## src/rtl/uvr_pkg.sv

```systemverilog
// uvr_pkg: shared types, constants and tables for the utf-8 validating recoder
// holds the byte class function, the dfa transition table and the queue entry type
// no dependencies
`default_nettype none

package uvr_pkg;

	// dfa state codes
	localparam int unsigned NUM_STATES  = 9;
	localparam int unsigned NUM_CLASSES = 12;

	typedef logic [3:0] dfa_state_t;
	typedef logic [3:0] byte_class_t;

	localparam dfa_state_t ST_ACCEPT = 4'd0;
	localparam dfa_state_t ST_REJECT = 4'd1;

	// code point accumulator
	localparam int unsigned CP_W = 21;
	typedef logic [CP_W-1:0] code_point_t;

	// queue between front and back
	localparam int unsigned QDEPTH = 8;       // power of two
	localparam int unsigned QPTR_W = $clog2(QDEPTH);
	localparam int unsigned QCNT_W = QPTR_W + 1;

	// encoded length limits and lead byte marks
	localparam code_point_t CP_LIM_1 = 21'h00080;
	localparam code_point_t CP_LIM_2 = 21'h00800;
	localparam code_point_t CP_LIM_3 = 21'h10000;
	localparam logic [7:0] LEAD_2 = 8'hC0;
	localparam logic [7:0] LEAD_3 = 8'hE0;
	localparam logic [7:0] LEAD_4 = 8'hF0;
	localparam logic [7:0] CONT_MARK = 8'h80;

	// byte count minus one
	typedef logic [1:0] len_t;
	localparam len_t LEN_1 = 2'd0;
	localparam len_t LEN_2 = 2'd1;
	localparam len_t LEN_3 = 2'd2;
	localparam len_t LEN_4 = 2'd3;

	// input beat
	typedef struct packed {
		logic [7:0] data_byte;
		logic       start_fresh;
	} item_t;

	// output beat
	typedef struct packed {
		logic [7:0] out_byte;
		logic       last_of_run;
		logic       is_error;
	} result_t;

	// one finished code point or one error, as handed from front to back
	typedef struct packed {
		logic        is_error;
		len_t        len;
		code_point_t code_point;
	} q_entry_t;

	// next state by [state][class]
	localparam dfa_state_t NEXT_STATE [0:NUM_STATES-1][0:NUM_CLASSES-1] = '{
		'{4'd0, 4'd1, 4'd2, 4'd3, 4'd5, 4'd8, 4'd7, 4'd1, 4'd1, 4'd1, 4'd4, 4'd6},
		'{4'd1, 4'd1, 4'd1, 4'd1, 4'd1, 4'd1, 4'd1, 4'd1, 4'd1, 4'd1, 4'd1, 4'd1},
		'{4'd1, 4'd0, 4'd1, 4'd1, 4'd1, 4'd1, 4'd1, 4'd0, 4'd1, 4'd0, 4'd1, 4'd1},
		'{4'd1, 4'd2, 4'd1, 4'd1, 4'd1, 4'd1, 4'd1, 4'd2, 4'd1, 4'd2, 4'd1, 4'd1},
		'{4'd1, 4'd1, 4'd1, 4'd1, 4'd1, 4'd1, 4'd1, 4'd2, 4'd1, 4'd1, 4'd1, 4'd1},
		'{4'd1, 4'd2, 4'd1, 4'd1, 4'd1, 4'd1, 4'd1, 4'd1, 4'd1, 4'd2, 4'd1, 4'd1},
		'{4'd1, 4'd1, 4'd1, 4'd1, 4'd1, 4'd1, 4'd1, 4'd3, 4'd1, 4'd3, 4'd1, 4'd1},
		'{4'd1, 4'd3, 4'd1, 4'd1, 4'd1, 4'd1, 4'd1, 4'd3, 4'd1, 4'd3, 4'd1, 4'd1},
		'{4'd1, 4'd3, 4'd1, 4'd1, 4'd1, 4'd1, 4'd1, 4'd1, 4'd1, 4'd1, 4'd1, 4'd1}
	};

	// sort a raw byte into its dfa class
	function automatic byte_class_t byte_class(input logic [7:0] b);
		byte_class_t cls;
		if (b < 8'h80)       cls = 4'd0;
		else if (b < 8'h90)  cls = 4'd1;
		else if (b < 8'hA0)  cls = 4'd9;
		else if (b < 8'hC0)  cls = 4'd7;
		else if (b < 8'hC2)  cls = 4'd8;
		else if (b < 8'hE0)  cls = 4'd2;
		else if (b == 8'hE0) cls = 4'd10;
		else if (b == 8'hED) cls = 4'd4;
		else if (b < 8'hF0)  cls = 4'd3;
		else if (b == 8'hF0) cls = 4'd11;
		else if (b < 8'hF4)  cls = 4'd6;
		else if (b == 8'hF4) cls = 4'd5;
		else                 cls = 4'd8;
		return cls;
	endfunction

endpackage

`default_nettype wire

```

## src/rtl/uvr_front.sv

```systemverilog
// uvr_front: takes raw bytes, runs the utf-8 dfa and the code point accumulator
// pushes one queue entry per completed code point or per reject
// depends on uvr_pkg
`default_nettype none

module uvr_front (
	input  wire logic            clk,
	input  wire logic            arst_n,
	input  wire logic            item_valid,
	output logic                 item_ready,
	input  wire uvr_pkg::item_t  item,
	input  wire logic            q_full,
	output logic                 q_push,
	output uvr_pkg::q_entry_t    q_entry
);
	import uvr_pkg::*;

	dfa_state_t  state_q;
	code_point_t accum_q;

	dfa_state_t  st_cur;
	dfa_state_t  st_eff;
	dfa_state_t  st_nxt;
	code_point_t acc_cur;
	code_point_t acc_nxt;
	byte_class_t cls;
	logic [7:0]  lead_mask;
	logic        take;

	// dfa step for the byte on the input
	always_comb begin
		st_cur    = item.start_fresh ? ST_ACCEPT : state_q;
		acc_cur   = item.start_fresh ? '0 : accum_q;
		st_eff    = (st_cur < 4'(NUM_STATES)) ? st_cur : ST_REJECT;
		cls       = byte_class(item.data_byte);
		lead_mask = 8'hFF >> cls;
		if (st_eff != ST_ACCEPT) begin
			acc_nxt = {acc_cur[CP_W-7:0], item.data_byte[5:0]};
		end else begin
			acc_nxt = {{(CP_W-8){1'b0}}, item.data_byte & lead_mask};
		end
		st_nxt = NEXT_STATE[st_eff][cls];
	end

	assign item_ready = !q_full;
	assign take       = item_valid && item_ready;
	assign q_push     = take && (st_nxt == ST_ACCEPT || st_nxt == ST_REJECT);

	// classify the result: error, or encoded length of the code point
	always_comb begin
		q_entry.is_error   = (st_nxt == ST_REJECT);
		q_entry.code_point = acc_nxt;
		// an error is always a single beat
		if (st_nxt == ST_REJECT)     q_entry.len = LEN_1;
		else if (acc_nxt < CP_LIM_1) q_entry.len = LEN_1;
		else if (acc_nxt < CP_LIM_2) q_entry.len = LEN_2;
		else if (acc_nxt < CP_LIM_3) q_entry.len = LEN_3;
		else                         q_entry.len = LEN_4;
	end

	// decoder state
	always_ff @(posedge clk or negedge arst_n) begin
		if (!arst_n) begin
			state_q <= ST_ACCEPT;
			accum_q <= '0;
		end else if (take) begin
			state_q <= st_nxt;
			accum_q <= acc_nxt;
		end
	end

endmodule

`default_nettype wire

```

## src/rtl/uvr_queue.sv

```systemverilog
// uvr_queue: small fifo of decoded entries between front and back
// depends on uvr_pkg
`default_nettype none

module uvr_queue (
	input  wire logic               clk,
	input  wire logic               arst_n,
	input  wire logic               push,
	input  wire uvr_pkg::q_entry_t  push_entry,
	output logic                    full,
	input  wire logic               pop,
	output logic                    empty,
	output uvr_pkg::q_entry_t       head
);
	import uvr_pkg::*;

	q_entry_t          mem_q [QDEPTH];
	logic [QPTR_W-1:0] wr_q;
	logic [QPTR_W-1:0] rd_q;
	logic [QCNT_W-1:0] count_q;

	assign full  = (count_q == QCNT_W'(QDEPTH));
	assign empty = (count_q == '0);
	assign head  = mem_q[rd_q];

	// entry storage
	always_ff @(posedge clk) begin
		if (push) begin
			mem_q[wr_q] <= push_entry;
		end
	end

	// pointers and fill count
	always_ff @(posedge clk or negedge arst_n) begin
		if (!arst_n) begin
			wr_q    <= '0;
			rd_q    <= '0;
			count_q <= '0;
		end else begin
			if (push) wr_q <= wr_q + 1'b1;
			if (pop)  rd_q <= rd_q + 1'b1;
			case ({push, pop})
				2'b10:   count_q <= count_q + 1'b1;
				2'b01:   count_q <= count_q - 1'b1;
				default: count_q <= count_q;
			endcase
		end
	end

	a_no_push_full: assert property (@(posedge clk) disable iff (!arst_n)
		push |-> !full) else $error("queue pushed while full");
	a_no_pop_empty: assert property (@(posedge clk) disable iff (!arst_n)
		pop |-> !empty) else $error("queue popped while empty");
	a_count_range: assert property (@(posedge clk) disable iff (!arst_n)
		count_q <= QCNT_W'(QDEPTH)) else $error("queue count out of range");

endmodule

`default_nettype wire

```

## src/rtl/uvr_back.sv

```systemverilog
// uvr_back: expands queue entries into utf-8 byte beats behind an output register
// depends on uvr_pkg
`default_nettype none

module uvr_back (
	input  wire logic               clk,
	input  wire logic               arst_n,
	input  wire logic               q_empty,
	input  wire uvr_pkg::q_entry_t  q_head,
	output logic                    q_pop,
	output logic                    result_valid,
	input  wire logic               result_ready,
	output uvr_pkg::result_t        result
);
	import uvr_pkg::*;

	len_t       idx_q;
	logic       valid_q;
	result_t    res_q;
	logic       load;
	logic       last_byte;
	len_t       remain;
	logic [5:0] chunk;
	logic [7:0] byte_nxt;

	assign load      = (!valid_q || result_ready) && !q_empty;
	assign last_byte = (idx_q == q_head.len);
	assign q_pop     = load && last_byte;
	assign remain    = q_head.len - idx_q;

	// pick the six payload bits for this position
	always_comb begin
		case (remain)
			2'd0:    chunk = q_head.code_point[5:0];
			2'd1:    chunk = q_head.code_point[11:6];
			2'd2:    chunk = q_head.code_point[17:12];
			default: chunk = {3'b000, q_head.code_point[20:18]};
		endcase
	end

	// lead byte by length, continuation bytes after it, a zero byte for an error
	always_comb begin
		if (q_head.is_error) begin
			byte_nxt = '0;
		end else if (idx_q != '0) begin
			byte_nxt = CONT_MARK | {2'b00, chunk};
		end else begin
			case (q_head.len)
				LEN_1:   byte_nxt = q_head.code_point[7:0];
				LEN_2:   byte_nxt = LEAD_2 | {3'b000, q_head.code_point[10:6]};
				LEN_3:   byte_nxt = LEAD_3 | {4'b0000, q_head.code_point[15:12]};
				default: byte_nxt = LEAD_4 | {5'b00000, q_head.code_point[20:18]};
			endcase
		end
	end

	// byte position within the head entry
	always_ff @(posedge clk or negedge arst_n) begin
		if (!arst_n) begin
			idx_q <= '0;
		end else if (load) begin
			idx_q <= last_byte ? '0 : idx_q + 1'b1;
		end
	end

	// output register
	always_ff @(posedge clk or negedge arst_n) begin
		if (!arst_n) begin
			valid_q <= 1'b0;
		end else if (!valid_q || result_ready) begin
			valid_q <= !q_empty;
		end
	end

	always_ff @(posedge clk) begin
		if (load) begin
			res_q.out_byte    <= byte_nxt;
			res_q.last_of_run <= last_byte;
			res_q.is_error    <= q_head.is_error;
		end
	end

	assign result_valid = valid_q;
	assign result       = res_q;

	a_idx_in_entry: assert property (@(posedge clk) disable iff (!arst_n)
		!q_empty |-> idx_q <= q_head.len) else $error("byte index past entry length");
	a_err_single: assert property (@(posedge clk) disable iff (!arst_n)
		(valid_q && res_q.is_error) |-> (res_q.last_of_run && res_q.out_byte == '0))
		else $error("error beat not a lone zero beat");

endmodule

`default_nettype wire

```

## src/rtl/utf8_validating_recoder.sv

```systemverilog
// utf8_validating_recoder: one raw byte in per beat, re-encoded utf-8 bytes out
// instantiates uvr_front, uvr_queue and uvr_back; depends on uvr_pkg
//
// The block takes one byte per clock while its eight-entry queue has room and
// validates it with the standard utf-8 dfa. Each completed code point comes out
// as its 1 to 4 utf-8 bytes, one beat per clock while result_ready is high, the
// last marked by last_of_run; a byte inside a sequence gives no beat; each byte
// that leaves the decoder rejected gives one beat with out_byte zero,
// last_of_run and is_error set. Reject persists until a beat arrives with
// start_fresh set. Results pass the queue, then the output register. Output
// speed is one byte per clock from the back end, so input stalls only when
// decoded entries pile up in the queue behind a stalled result side.
`default_nettype none

module utf8_validating_recoder (
	input  wire logic              clk,
	input  wire logic              arst_n,
	input  wire logic              item_valid,
	output logic                   item_ready,
	input  wire uvr_pkg::item_t    item,
	output logic                   result_valid,
	input  wire logic              result_ready,
	output uvr_pkg::result_t       result
);
	import uvr_pkg::*;

	logic     q_full;
	logic     q_push;
	logic     q_pop;
	logic     q_empty;
	q_entry_t q_entry;
	q_entry_t q_head;

	// decode and classify
	uvr_front u_front (
		.clk        (clk),
		.arst_n     (arst_n),
		.item_valid (item_valid),
		.item_ready (item_ready),
		.item       (item),
		.q_full     (q_full),
		.q_push     (q_push),
		.q_entry    (q_entry)
	);

	// decoupling queue
	uvr_queue u_queue (
		.clk        (clk),
		.arst_n     (arst_n),
		.push       (q_push),
		.push_entry (q_entry),
		.full       (q_full),
		.pop        (q_pop),
		.empty      (q_empty),
		.head       (q_head)
	);

	// re-encode and emit
	uvr_back u_back (
		.clk          (clk),
		.arst_n       (arst_n),
		.q_empty      (q_empty),
		.q_head       (q_head),
		.q_pop        (q_pop),
		.result_valid (result_valid),
		.result_ready (result_ready),
		.result       (result)
	);

endmodule

`default_nettype wire

```

## config.mk

```make
export PLATFORM = sky130hd
export DESIGN_NAME = utf8_validating_recoder
export DESIGN_NICKNAME = d
export VERILOG_FILES = /design/src/rtl/uvr_pkg.sv /design/src/rtl/uvr_front.sv /design/src/rtl/uvr_queue.sv /design/src/rtl/uvr_back.sv /design/src/rtl/utf8_validating_recoder.sv
export SDC_FILE = /design/constraint.sdc
export NUM_CORES = 1
export LEC_CHECK = 0
export BUFFER_PORTS_ARGS = -buffer_cell sky130_fd_sc_hd__buf_2
export CAP_MARGIN = 20
export CORE_MARGIN = 1.5
export CORE_UTILIZATION = 55
export DETAILED_ROUTE_END_ITERATION = 8
export HOLD_SLACK_MARGIN = 0.05
export PLACE_DENSITY = 0.7
export SETUP_SLACK_MARGIN = 0.3
export SLEW_MARGIN = 20
export SYNTH_ARGS = -nofsm -noshare
export SYNTH_HDL_FRONTEND = slang
export SYNTH_SLANG_ARGS = --single-unit
```

## constraint.sdc

```tcl
create_clock -name clk -period 8.3 [get_ports clk]
set_input_delay 1.245 -clock clk [delete_from_list [all_inputs] [get_ports clk]]
set_output_delay 1.245 -clock clk [all_outputs]
set_load 0.02 [all_outputs]
```

==> run_results.csv <==
group,metric,value,unit
sta,finalCritPeriodShare,0.5459,
worst_setup_path,cp_data_arrival_time,4.92,ns
drt,routed_wl,21010,um
layout,fillCellCount,1258,
synthesis,synthArstFlopShare,0.1368,
drt,viasPerCell,6.367,
floorplan,dieArea,19560,um2
grt,grt_pass1_wl,32660,um
synthesis,yosysWarnings,0,
sta,tightest_slew,1.097,ns
outcome,violations,"design-rule violations",
power,powerDensity,381.8,nW/um2
synthesis,yosysMostFrequentCell,"edfxtp_1",
cts,cts_buffers,24,
placed_design,gp_congestion,0.8607,
cts,cts_hold_repair.buffers,0,
synthesis,yosysSeqAreaShare,0.6665,
drt,firstDrtPassIters,7,
synthesis,syn-cell-area,10300,um2
synthesis,yosysTopAreaCell,"edfxtp_1",
sta,max_freq,220.7,MHz
grt,grt-ovfl-total,0,
sta,grt_setup_unrepaired,"no",
grt,grt.total_usage,0.2213,
worst_setup_path,path_class,"in2reg",
cts,postCtsSetupRepairBufs,0,
grt,antenna_found_initial,0,
sta,hold_viol,0,
placed_design,dp_hpwl,12230,um
cts,htree_levels,1,
sta,slew_headroom,0.2666,
min_path,hp-class,"reg2reg",
synthesis,yosys-top-cells-count,"edfxtp_1 (202), mux4_2 (48), mux2_2 (39), dfrtp_1 (32), nand2_1 (22)",
worst_setup_path,crit_slowest_cell,"nand3b_1",
layout,area_growth_syn_to_layout,12.39,%
power,p_leak,4.016,nW
layout,final_layout_size_suffix_gt1_frac,0.2960,
floorplan,die_w,139.9,um
drt,dr_total_vias,5546,
floorplan,core_area,18150,um2
worst_setup_path,cp-end-kind,"flip-flop",
synthesis,ys_ff_latch,234,
floorplan,ioPinCount,25,
outcome,outcome,"complete, but fails checks",
grt,grt_max_degree,43,
worst_setup_path,cp_max_fo,14,
sta,finalWorstSetupSlack,3.769,ns
grt,grt_pass1_vias,5655,
cts,clock-sinks,234,
sta,slew_violations,0,
placed_design,pre_cts_ws,3.240,ns
sta,setup_viol,0,
placed_design,port_buffers,24,
cts,insertion_delay,0.51,ns
synthesis,avgSynthCellArea,17.31,um2
drt,drc,2,
synthesis,synth_top_area_frac,0.5888,
synthesis,synth_area_leaders,"edfxtp_1 (59%), mux4_2 (10%), dfrtp_1 (7.8%), mux2_2 (4.3%), ha_1 (1.3%)",
sta,layout_min_cycle_time,4.531,ns
worst_setup_path,start_kind,"input port",
sta,tns,0,ns
drt,first_iter_violations,502,
cts,post_cts_resized,0,
synthesis,synth-edff-count,202,
drt,detail-route-antenna-nets,0,
cts,clk_pin_slew,0.06,ns
layout,final_nets,649,
cts,cts_tree,"yes",
drt,wl_per_cell,24.12,um
sta,skew,0.006791,ns
synthesis,yosysUniqueCellTypes,74,
floorplan,core.rowCount,49,
layout,finish.utilization,0.6380,
worst_setup_path,worst_path_most_repeated_cell,"ha_1",
synthesis,synth_nets,620,
cts,clockBufferDepth,3,
worst_setup_path,critical_path.cell_chain,"buf_2 > or4_1 > a211o_1 > nand2_2 > nor4_1 > a311oi_2 > nand3b_1 > ha_1 > ha_1 > a21o_1 > a21oi_1 > xnor2_1 > nor2_1 > xor2_1",
worst_setup_path,cpPeakStageDelay,0.59,ns
worst_setup_path,critPathRequiredTime,8.69,ns
floorplan,start_util,0.5677,
job,cap_viol_max_count,0,
cts,cts_root_buf,"clkbuf_16",
power,ir_worst_vdd,0.2026,mV
floorplan,die_height,139.9,um
layout,diodes,0,
synthesis,ys.flop_type,"edfxtp_1",
synthesis,syn_inst,595,
[worst max-delay path: cells and delay by family]
| kind | cells | cell delay [ns] |
|---|---|---|
| and+or+nand+nor | 5 | 1.43 |
| AOI/OAI and AO/OA | 4 | 0.99 |
| adders and majority gates | 2 | 0.79 |
| buffers and inverters | 1 | 0.18 |
| xor gates and xnor gates | 2 | 0.28 |
[layout make-up]
cell class | instances | area, um2 | area share
tap | 229 | 286.5 | 0.02475
sequential | 234 | 6870 | 0.5934
multi-input combinational | 315 | 3268 | 0.2823
clock inverter | 9 | 171.4 | 0.01480
clock buffer | 35 | 723.2 | 0.06246
timing repair buffer | 36 | 210.2 | 0.01815
inverter | 13 | 48.80 | 0.004214
[per-layer routing]
layer,GRT usage,vias up,part of all wire
met1,0.3155,2904,0.44
li1,-,2458,-
met2,0.3663,158,0.49
met4,0.05263,0,0.016
met5,0,-,0
met3,0.03131,26,0.051
[cell usage in the layout (no fill, tap or decap), types with 3 or more instances in the layout]
cell and instances:
a211o_1 4, a211oi_1 6, a21boi_0 4, a21oi_1 10, a222oi_1 4, a31oi_1 4, and2_1 16, buf_2 24
buf_4 12, bufinv_16 5, clkbuf_1 4, clkbuf_16 25, clkbuf_8 6, dfrtp_1 29, dfrtp_2 3, edfxtp_1 202
ha_1 11, inv_1 13, mux2_2 39, mux2i_1 12, mux4_2 48, nand2_1 22, nand2b_1 4, nand3_1 5
nor2_1 12, nor2b_1 3, nor3_1 6, nor4_1 4, nor4_2 3, nor4b_4 4, o211ai_1 7, o21a_1 3
o21ai_0 14, o22ai_1 3, o41ai_1 3, or2_2 3, or4_1 5, xnor2_1 6, xor2_1 3
[cell families (layout without fill, tap and decap cells)]
kind of cell | Yosys count | after routing | synth area share
muxes | 99 | 99 | 0.1592
xor gates and xnor gates | 11 | 11 | 0.01300
AOI/OAI and AO/OA | 85 | 85 | 0.06048
and+or+nand+nor | 108 | 108 | 0.06364
DFF | 234 | 234 | 0.6665
adders and majority gates | 12 | 12 | 0.01530
buffers and inverters | 46 | 93 | 0.02186
[where the power goes]
part	total [mW]	internal [mW]	switching [mW]
registers	1.71	1.55	0.155
logic	1.53	0.680	0.851
clock network	1.18	0.758	0.425
total	4.42	2.99	1.43
[registers in the layout, indices dropped and copies added (netlist names)]
signal,cells
u_front.state_q,4
u_queue.rd_q,3
u_queue.wr_q,3
u_back.idx_q,2
u_queue.mem_q,192
u_queue.count_q,4
u_back.result,10
u_front.accum_q,15
u_back.result_valid,1
[path summary, 6_finish.rpt]
path	from	end	slack [ns]	cells past startpoint
max	item[5]	u_queue.count_q[3]	3.77	14
min	u_back.result_valid	u_back.result_valid	0.50	2
max reg2reg	u_queue.count_q[0]	u_queue.count_q[3]	4.39	12
min reg2reg	u_back.result_valid	u_back.result_valid	0.50	2
max in group asynchronous	arst_n	u_queue.rd_q[1]	6.91	1
min in group asynchronous	arst_n	u_queue.count_q[2]	0.83	1
[metrics by stage]
| step | std cells | hold slack, ns | total power, mW | cell area (um2) |
|---|---|---|---|---|
| after detailed placement | 827 | 0.4865 | 3.254 | 10680 |
| final | 871 | 0.5028 | 4.421 | 11580 |
| after global routing | 871 | 0.5281 | 4.622 | 11580 |
| after floorplan | 595 | 0.4639 | 2.853 | 10300 |
| after CTS | 871 | 0.5026 | 4.442 | 11580 |
| after global placement | 827 | 0.4685 | 3.204 | 10680 |
Note: power is estimated with default switching activity, not from simulation.
